**src/strict_priority_multi_queue_defines.svh**
```systemverilog
// Assertion helpers for the queue RTL.
`ifndef STRICT_PRIORITY_MULTI_QUEUE_DEFINES_SVH
`define STRICT_PRIORITY_MULTI_QUEUE_DEFINES_SVH

// Same-cycle implication, disabled while reset is low.
`define SPMQ_ASSERT_NOW(label, clk, rstn, ante, cons) \
    label: assert property (@(posedge clk) disable iff (!(rstn)) (ante) |-> (cons)) \
        else $error("spmq assertion failed");

// Next-cycle implication, disabled while reset is low.
`define SPMQ_ASSERT_NEXT(label, clk, rstn, ante, cons) \
    label: assert property (@(posedge clk) disable iff (!(rstn)) (ante) |=> (cons)) \
        else $error("spmq assertion failed");

`endif

```
**src/spmq_pkg.sv**
```systemverilog
`timescale 1ns / 1ps

package spmq_pkg;

    localparam int LEVELS      = 5;
    localparam int QUEUE_DEPTH = 16;

    localparam int LVL_W  = (LEVELS > 1) ? $clog2(LEVELS) : 1;
    localparam int PTR_W  = $clog2(QUEUE_DEPTH);
    localparam int CNT_W  = $clog2(QUEUE_DEPTH + 1);
    localparam int ADDR_W = $clog2(LEVELS * QUEUE_DEPTH);
    localparam int ID_W   = 16;

    localparam logic FUNC_ADD   = 1'b0;
    localparam logic FUNC_SERVE = 1'b1;

    typedef logic [LVL_W-1:0]  q_idx_t;
    typedef logic [PTR_W-1:0]  ptr_t;
    typedef logic [CNT_W-1:0]  cnt_t;
    typedef logic [ADDR_W-1:0] addr_t;
    typedef logic [ID_W-1:0]   id_t;

    typedef enum logic [2:0] {
        ST_ADDED     = 3'd0,
        ST_BAD_LEVEL = 3'd1,
        ST_FULL      = 3'd2,
        ST_SERVED    = 3'd3,
        ST_EMPTY     = 3'd4
    } status_t;

    // Result of one word's decision, handed to the output stage.
    typedef struct packed {
        status_t     status;
        logic [2:0]  served_level;
    } dec_t;

    // Circular pointer advance.
    function automatic ptr_t ptr_inc(input ptr_t p);
        ptr_t r;
        if (p == PTR_W'(QUEUE_DEPTH - 1)) begin
            r = '0;
        end else begin
            r = p + 1'b1;
        end
        return r;
    endfunction

    // Flat memory address of one slot of one level.
    function automatic addr_t slot_addr(input q_idx_t q, input ptr_t p);
        int a;
        a = int'(q) * QUEUE_DEPTH + int'(p);
        return a[ADDR_W-1:0];
    endfunction

    // Level number as reported, masked to the 3-bit field.
    function automatic logic [2:0] level_out(input q_idx_t q);
        int v;
        v = int'(q) + 1;
        return v[2:0];
    endfunction

endpackage

```
**src/spmq_ram.sv**
```systemverilog
`timescale 1ns / 1ps

module spmq_ram #(
    parameter int WIDTH = 16,
    parameter int DEPTH = 80
) (
    input  logic                     aclk,
    input  logic                     we,
    input  logic [$clog2(DEPTH)-1:0] waddr,
    input  logic [WIDTH-1:0]         wdata,
    input  logic                     re,
    input  logic [$clog2(DEPTH)-1:0] raddr,
    output logic [WIDTH-1:0]         rdata
);

    logic [WIDTH-1:0] mem [DEPTH];
    logic [WIDTH-1:0] rdata_reg;

    // One write port, one registered read port; read data holds between reads.
    always_ff @(posedge aclk) begin
        if (we) begin
            mem[waddr] <= wdata;
        end
        if (re) begin
            rdata_reg <= mem[raddr];
        end
    end

    assign rdata = rdata_reg;

endmodule

```
**src/spmq_ctrl.sv**
```systemverilog
`timescale 1ns / 1ps

module spmq_ctrl (
    input  logic              aclk,
    input  logic              aresetn,
    input  logic              accept,
    input  logic              func,
    input  logic [2:0]        level,
    input  spmq_pkg::id_t     entry_id,
    output spmq_pkg::dec_t    dec,
    output logic              ram_we,
    output spmq_pkg::addr_t   ram_waddr,
    output spmq_pkg::id_t     ram_wdata,
    output logic              ram_re,
    output spmq_pkg::addr_t   ram_raddr
);

    import spmq_pkg::*;

    ptr_t head_reg  [LEVELS];
    ptr_t tail_reg  [LEVELS];
    cnt_t count_reg [LEVELS];

    logic   [LEVELS-1:0] nonempty;
    logic                any_nonempty;
    q_idx_t              pick_q;
    q_idx_t              add_q;
    q_idx_t              sel_q;
    logic                level_ok;
    logic                sel_full;
    logic                do_push;
    logic                do_pop;
    int                  lvl_m1;

    // Occupancy flags and strict-priority pick, lowest level number wins.
    always_comb begin
        pick_q = '0;
        for (int i = LEVELS - 1; i >= 0; i--) begin
            nonempty[i] = (count_reg[i] != '0);
            if (nonempty[i]) begin
                pick_q = q_idx_t'(i);
            end
        end
    end

    assign any_nonempty = |nonempty;

    // Add level check and queue index.
    assign level_ok = (level != 3'd0) && (int'(level) <= LEVELS);
    assign lvl_m1   = int'(level) - 1;
    assign add_q    = lvl_m1[LVL_W-1:0];

    // One level is touched per word, so one read of the pointer state does.
    assign sel_q    = (func == FUNC_SERVE) ? pick_q : add_q;
    assign sel_full = (count_reg[sel_q] == CNT_W'(QUEUE_DEPTH));

    // Decision for this word.
    always_comb begin
        dec.status       = ST_ADDED;
        dec.served_level = 3'd0;
        do_push          = 1'b0;
        do_pop           = 1'b0;
        if (func == FUNC_ADD) begin
            priority if (!level_ok) begin
                dec.status = ST_BAD_LEVEL;
            end else if (sel_full) begin
                dec.status = ST_FULL;
            end else begin
                dec.status = ST_ADDED;
                do_push    = 1'b1;
            end
        end else begin
            if (any_nonempty) begin
                dec.status       = ST_SERVED;
                dec.served_level = level_out(pick_q);
                do_pop           = 1'b1;
            end else begin
                dec.status = ST_EMPTY;
            end
        end
    end

    // Entry memory access.
    assign ram_we    = accept && do_push;
    assign ram_waddr = slot_addr(sel_q, tail_reg[sel_q]);
    assign ram_wdata = entry_id;
    assign ram_re    = accept && do_pop;
    assign ram_raddr = slot_addr(sel_q, head_reg[sel_q]);

    // Pointer and fill count update.
    always_ff @(posedge aclk) begin
        if (!aresetn) begin
            for (int i = 0; i < LEVELS; i++) begin
                head_reg[i]  <= '0;
                tail_reg[i]  <= '0;
                count_reg[i] <= '0;
            end
        end else if (accept) begin
            if (do_push) begin
                tail_reg[sel_q]  <= ptr_inc(tail_reg[sel_q]);
                count_reg[sel_q] <= count_reg[sel_q] + 1'b1;
            end
            if (do_pop) begin
                head_reg[sel_q]  <= ptr_inc(head_reg[sel_q]);
                count_reg[sel_q] <= count_reg[sel_q] - 1'b1;
            end
        end
    end

endmodule

```
**src/strict_priority_multi_queue.sv**
```systemverilog
`timescale 1ns / 1ps
// Strict-priority queue with one FIFO per level (level 1 is served first).
// Every input word gives exactly one result word, in the cycle after it is
// accepted; a new word is accepted every cycle as long as the result side
// keeps up, so the sustained rate is one word per cycle. The combinational
// path is the priority pick over the level fill counts plus the pointer
// update; a served id comes out of the entry memory's registered read port.
// The entry memory is not cleared after reset and needs no clearing pass:
// only slots written by an add are ever read. Adds to a full level and adds
// with a level outside 1..LEVELS are dropped and flagged in the status.
`include "strict_priority_multi_queue_defines.svh"

module strict_priority_multi_queue (
    input  logic                aclk,
    input  logic                aresetn,
    input  logic                s_valid,
    output logic                s_ready,
    input  logic                s_func,
    input  logic [2:0]          s_level,
    input  spmq_pkg::id_t       s_entry_id,
    output logic                m_valid,
    input  logic                m_ready,
    output logic [2:0]          m_status,
    output spmq_pkg::id_t       m_served_id,
    output logic [2:0]          m_served_level
);

    import spmq_pkg::*;

    logic       accept;
    dec_t       dec;
    logic       ram_we;
    addr_t      ram_waddr;
    id_t        ram_wdata;
    logic       ram_re;
    addr_t      ram_raddr;
    id_t        ram_rdata;

    logic       valid_reg;
    status_t    status_reg;
    logic [2:0] level_reg;

    // A word enters when the result slot is free or being emptied.
    assign s_ready = !valid_reg || m_ready;
    assign accept  = s_valid && s_ready;

    spmq_ctrl u_ctrl (
        .aclk      (aclk),
        .aresetn   (aresetn),
        .accept    (accept),
        .func      (s_func),
        .level     (s_level),
        .entry_id  (s_entry_id),
        .dec       (dec),
        .ram_we    (ram_we),
        .ram_waddr (ram_waddr),
        .ram_wdata (ram_wdata),
        .ram_re    (ram_re),
        .ram_raddr (ram_raddr)
    );

    spmq_ram #(
        .WIDTH (ID_W),
        .DEPTH (LEVELS * QUEUE_DEPTH)
    ) u_entry_ram (
        .aclk  (aclk),
        .we    (ram_we),
        .waddr (ram_waddr),
        .wdata (ram_wdata),
        .re    (ram_re),
        .raddr (ram_raddr),
        .rdata (ram_rdata)
    );

    // Result register; the memory read data lines up with it.
    always_ff @(posedge aclk) begin
        if (!aresetn) begin
            valid_reg <= 1'b0;
        end else if (accept) begin
            valid_reg <= 1'b1;
        end else if (m_ready) begin
            valid_reg <= 1'b0;
        end
    end

    always_ff @(posedge aclk) begin
        if (accept) begin
            status_reg <= dec.status;
            level_reg  <= dec.served_level;
        end
    end

    assign m_valid        = valid_reg;
    assign m_status       = status_reg;
    assign m_served_id    = (status_reg == ST_SERVED) ? ram_rdata : '0;
    assign m_served_level = level_reg;

    // Checks on result encoding.
    `SPMQ_ASSERT_NEXT(a_serve_result, aclk, aresetn, accept && (s_func == FUNC_SERVE),
        m_valid && ((m_status == ST_SERVED) || (m_status == ST_EMPTY)))
    `SPMQ_ASSERT_NEXT(a_add_result, aclk, aresetn, accept && (s_func == FUNC_ADD),
        m_valid && ((m_status == ST_ADDED) || (m_status == ST_BAD_LEVEL) ||
        (m_status == ST_FULL)))
    `SPMQ_ASSERT_NOW(a_level_only_served, aclk, aresetn, m_valid,
        (m_status == ST_SERVED) == (m_served_level != 3'd0))

endmodule
```
**config.mk**
```make
export PLATFORM = sky130hd
export DESIGN_NAME = strict_priority_multi_queue
export DESIGN_NICKNAME = d
export VERILOG_FILES = /design/src/spmq_pkg.sv /design/src/spmq_ram.sv /design/src/spmq_ctrl.sv /design/src/strict_priority_multi_queue.sv
export VERILOG_INCLUDE_DIRS = /design/src /design/src/src
export SDC_FILE = /design/constraint.sdc
export NUM_CORES = 2
export LEC_CHECK = 0
export BUFFER_PORTS_ARGS = -buffer_cell sky130_fd_sc_hd__buf_2
export CAP_MARGIN = 10
export CORE_ASPECT_RATIO = 1.4
export CORE_MARGIN = 1
export CORE_UTILIZATION = 55
export DETAILED_ROUTE_END_ITERATION = 10
export PLACE_DENSITY = 0.82
export SLEW_MARGIN = 20
export SYNTH_ARGS = -nofsm -noshare
export SYNTH_HDL_FRONTEND = slang
export SYNTH_HIERARCHICAL = 1
export SYNTH_SLANG_ARGS = --single-unit
```
**constraint.sdc**
```tcl
create_clock -name aclk -period 11.6 [get_ports aclk]
set_input_delay 2.32 -clock aclk [delete_from_list [all_inputs] [get_ports aclk]]
set_output_delay 2.32 -clock aclk [all_outputs]
set_load 0.02 [all_outputs]
```
==> flow_summary_export.csv <==
group,metric,value,unit
run_status,status,"complete, no violations",
clock_tree,clkSlewWorstSetupHoldPaths,0.06,ns
clock_tree,clock_path_buffers,3,
yosys,muxShareOfSynthArea,0.1447,
yosys,synth_top_area_share,0.7537,
yosys,synth_area,56020,sq um
global_route,grt_usage,0.2656,
floorplan,die_x,271.7,microns
yosys,synthAdderAreaFrac,0.002368,
clock_tree,cts_sinks,1407,
place,place_worst_setup_slack,3.555,ns
final_layout,n_antenna_cell,0,
sta,timing.final.crit_share,0.6567,
sta,layout_min_cycle_time,7.617,ns
drt,wl_per_cell,30.80,microns
yosys,yosys.area_share.simple,0.03268,
sta,whs,0.5377,ns
final_layout,fin_area,62000,sq um
yosys,synth_top_family_by_area,"multiplexers",
final_layout,syn_to_final_growth,10.68,%
pwr,power_density,179.9,nW/um^2
sta,slew-limit-headroom,0.2272,
worst_setup_path,critPathKind,"in2reg",
floorplan,die_y,379.6,microns
drt,ant_nets,0,
clock_tree,cts_root_buf,"clkbuf_16",
drt,vias,29552,
final_layout,fill_cells,6540,
global_route,grt_antenna_before_repair,5,
worst_hold_path,min_path_type,"reg2reg",
global_route,grt_pass1_vias,29889,
final_layout,nets,3035,
pwr,irDropWorstVdd,0.1970,mV
final_layout,largest_reg_flops,1280,
yosys,synth_most_common_cell,"edfxtp_1",
worst_setup_path,startpoint,"s_level[0]",
yosys,yosys_warnings,6,
yosys,yosys.cell_types.count,74,
yosys,ys_seq_area_frac,0.7541,
sta,slew_violations,0,
worst_setup_path,arrival,8.22,ns
yosys,synth-compound-area-share,0.04496,
sta,worstMarginPinSlew,1.154,ns
yosys,postSynthCellCount,2905,
sta,fmax,131.3,MHz
sta,hold_viol_final,0,
run,cap_violations,0,
clock_tree,cts_hold_buf,0,
drt,drc_errors,0,
yosys,synth_ff_type,"edfxtp_1",
clock_tree,cts_tree,"done",
clock_tree,worstSkewPairLatency,0.75,ns
clock_tree,cts_made_buffers,119,
final_layout,stdcell_count,4436,
drt,finalWirelength,136600,microns
sta,setup_tns,0,ns
yosys,async_reset_ff_frac,0,
worst_setup_path,r2r_start,"u_ctrl/count_reg[2][2]$_SDFFCE_PN0P_",
sta,setup-violations-final,0,
yosys,synth_commonest_cells,"edfxtp_1 (1,406), mux2i_1 (319), mux4_2 (209), nor2_1 (134)",
floorplan,core,101000,sq um
place,dp.cells,4208,
floorplan,dieArea,103100,sq um
clock_tree,post_cts_buffers,0,
clock_tree,cts_resized,0,
floorplan,initial_core_util,0.5546,
place,place.gp.congestion,0.9300,
yosys,synth-edff-count,1406,
final_layout,final_util,0.6138,
yosys,synth_xor_area_frac,0.001251,
global_route,grt_max_degree,122,
worst_setup_path,critPathCaptureType,"flop",
final_layout,drive_above_1_share,0.2054,
worst_setup_path,critPathMaxFanout,121,
drt,via_per_inst,6.662,
yosys,synth-seq-cells,1407,
global_route,grt_pass1_wl,199000,microns
pwr,totalPowerFinal,11.15,mW
yosys,synth_area_leaders,"edfxtp_1 (75%), mux4_2 (8.4%), mux2i_1 (5.7%)",
clock_tree,htreeDepth,3,
place,place_area,57910,sq um
floorplan,rows,138,
yosys,yosysTopAreaCell,"edfxtp_1",
drt,drtIter0Drc,4412,
sta,rsz0062_at_grt,"no",
place,hpwl,75900,microns
drt,first_pass_iters,6,
pwr,power_leakage,19.92,nW
sta,fin_ws,3.983,ns
yosys,avgSynthCellArea,19.28,sq um
place,port-buffer-count,47,
worst_hold_path,hold_path.startpoint,"m_valid$_SDFFE_PN0P_",
worst_setup_path,worstSetupStartpointType,"input pin",
global_route,grt_overflow,0,
worst_setup_path,required,12.20,ns
floorplan,pin_count,48,
sta,fin_skew,0.04329,ns
-- worst max-delay path, cell delays in order --
cell	delay, ns
buf_2	0.14
inv_1	0.07
ha_1	0.21
xor2_1	0.16
nand2b_1	0.14
o31a_4	0.26
inv_2	0.28
buf_4	0.50
mux4_2	0.40
mux2i_1	0.59
inv_8	0.40
buf_12	0.41
mux2i_1	0.26
a22oi_1	0.26
nand3_1	0.20
a31oi_1	0.96
a211o_1	0.21
-- layout by cell type, fill, tap and decap left out, drive strengths merged, types with 5 or more instances in the layout --
master and count:
conb 12, nor3 56, inv 42, a22o 32
mux4 209, o211ai 5, a211oi 50, a21oi 40
o21bai 5, nor2b 11, nand3 49, or2 5
or4 5, a221oi 5, a211o 17, a31oi 37
nor2 135, buf 155, clkinv 57, bufinv 16
mux2 18, a22oi 80, nand4 5, and2 24
edfxtp 1406, nor4 6, o21ai 15, mux2i 319
nand2b 10, ha 9, clkbuf 140, and3 7
nor3b 8, nand2 50, o221a 16
-- routing by layer --
metal  up-vias  global-route usage  part of all wire
li1      12038                   -                 -
met1     15003              0.3203              0.33
met2      2112              0.4460              0.51
met3       391             0.05990              0.11
met4         8              0.1410             0.058
met5         -                   0           0.00041
-- final timing paths --
kind	slack [ns]	endpoint	cells after the start
hold reg to reg	0.54	m_valid$_SDFFE_PN0P_	2
hold / removal	0.54	m_valid$_SDFFE_PN0P_	2
setup reg to reg	4.51	u_entry_ram/rdata[5]$_DFFE_PP_	14
setup / recovery	3.98	u_entry_ram/rdata[5]$_DFFE_PP_	17
-- layout make-up --
class,count,area (sq um),share of cell area
clock buffer,140,3099,0.04999
inverter,32,130.1,0.002099
clock inverter,86,920.9,0.01485
tap,1330,1664,0.02684
multi-input combinational,1286,12820,0.2068
timing repair buffer,155,1124,0.01812
sequential,1407,42240,0.6813
-- kinds of logic after synthesis --
logic type,Yosys count
other cells,1
buf+inv,223
flops,1407
simple gates,377
xor+xnor,8
compound gates,333
mux,546
fa+ha+maj,10
-- report_power, final --
part | internal (mW) | switching, mW
clock network | 2.28 | 1.82
registers | 5.65 | 0.0215
logic | 0.511 | 0.864
Note: power is estimated with default switching activity, not from simulation.
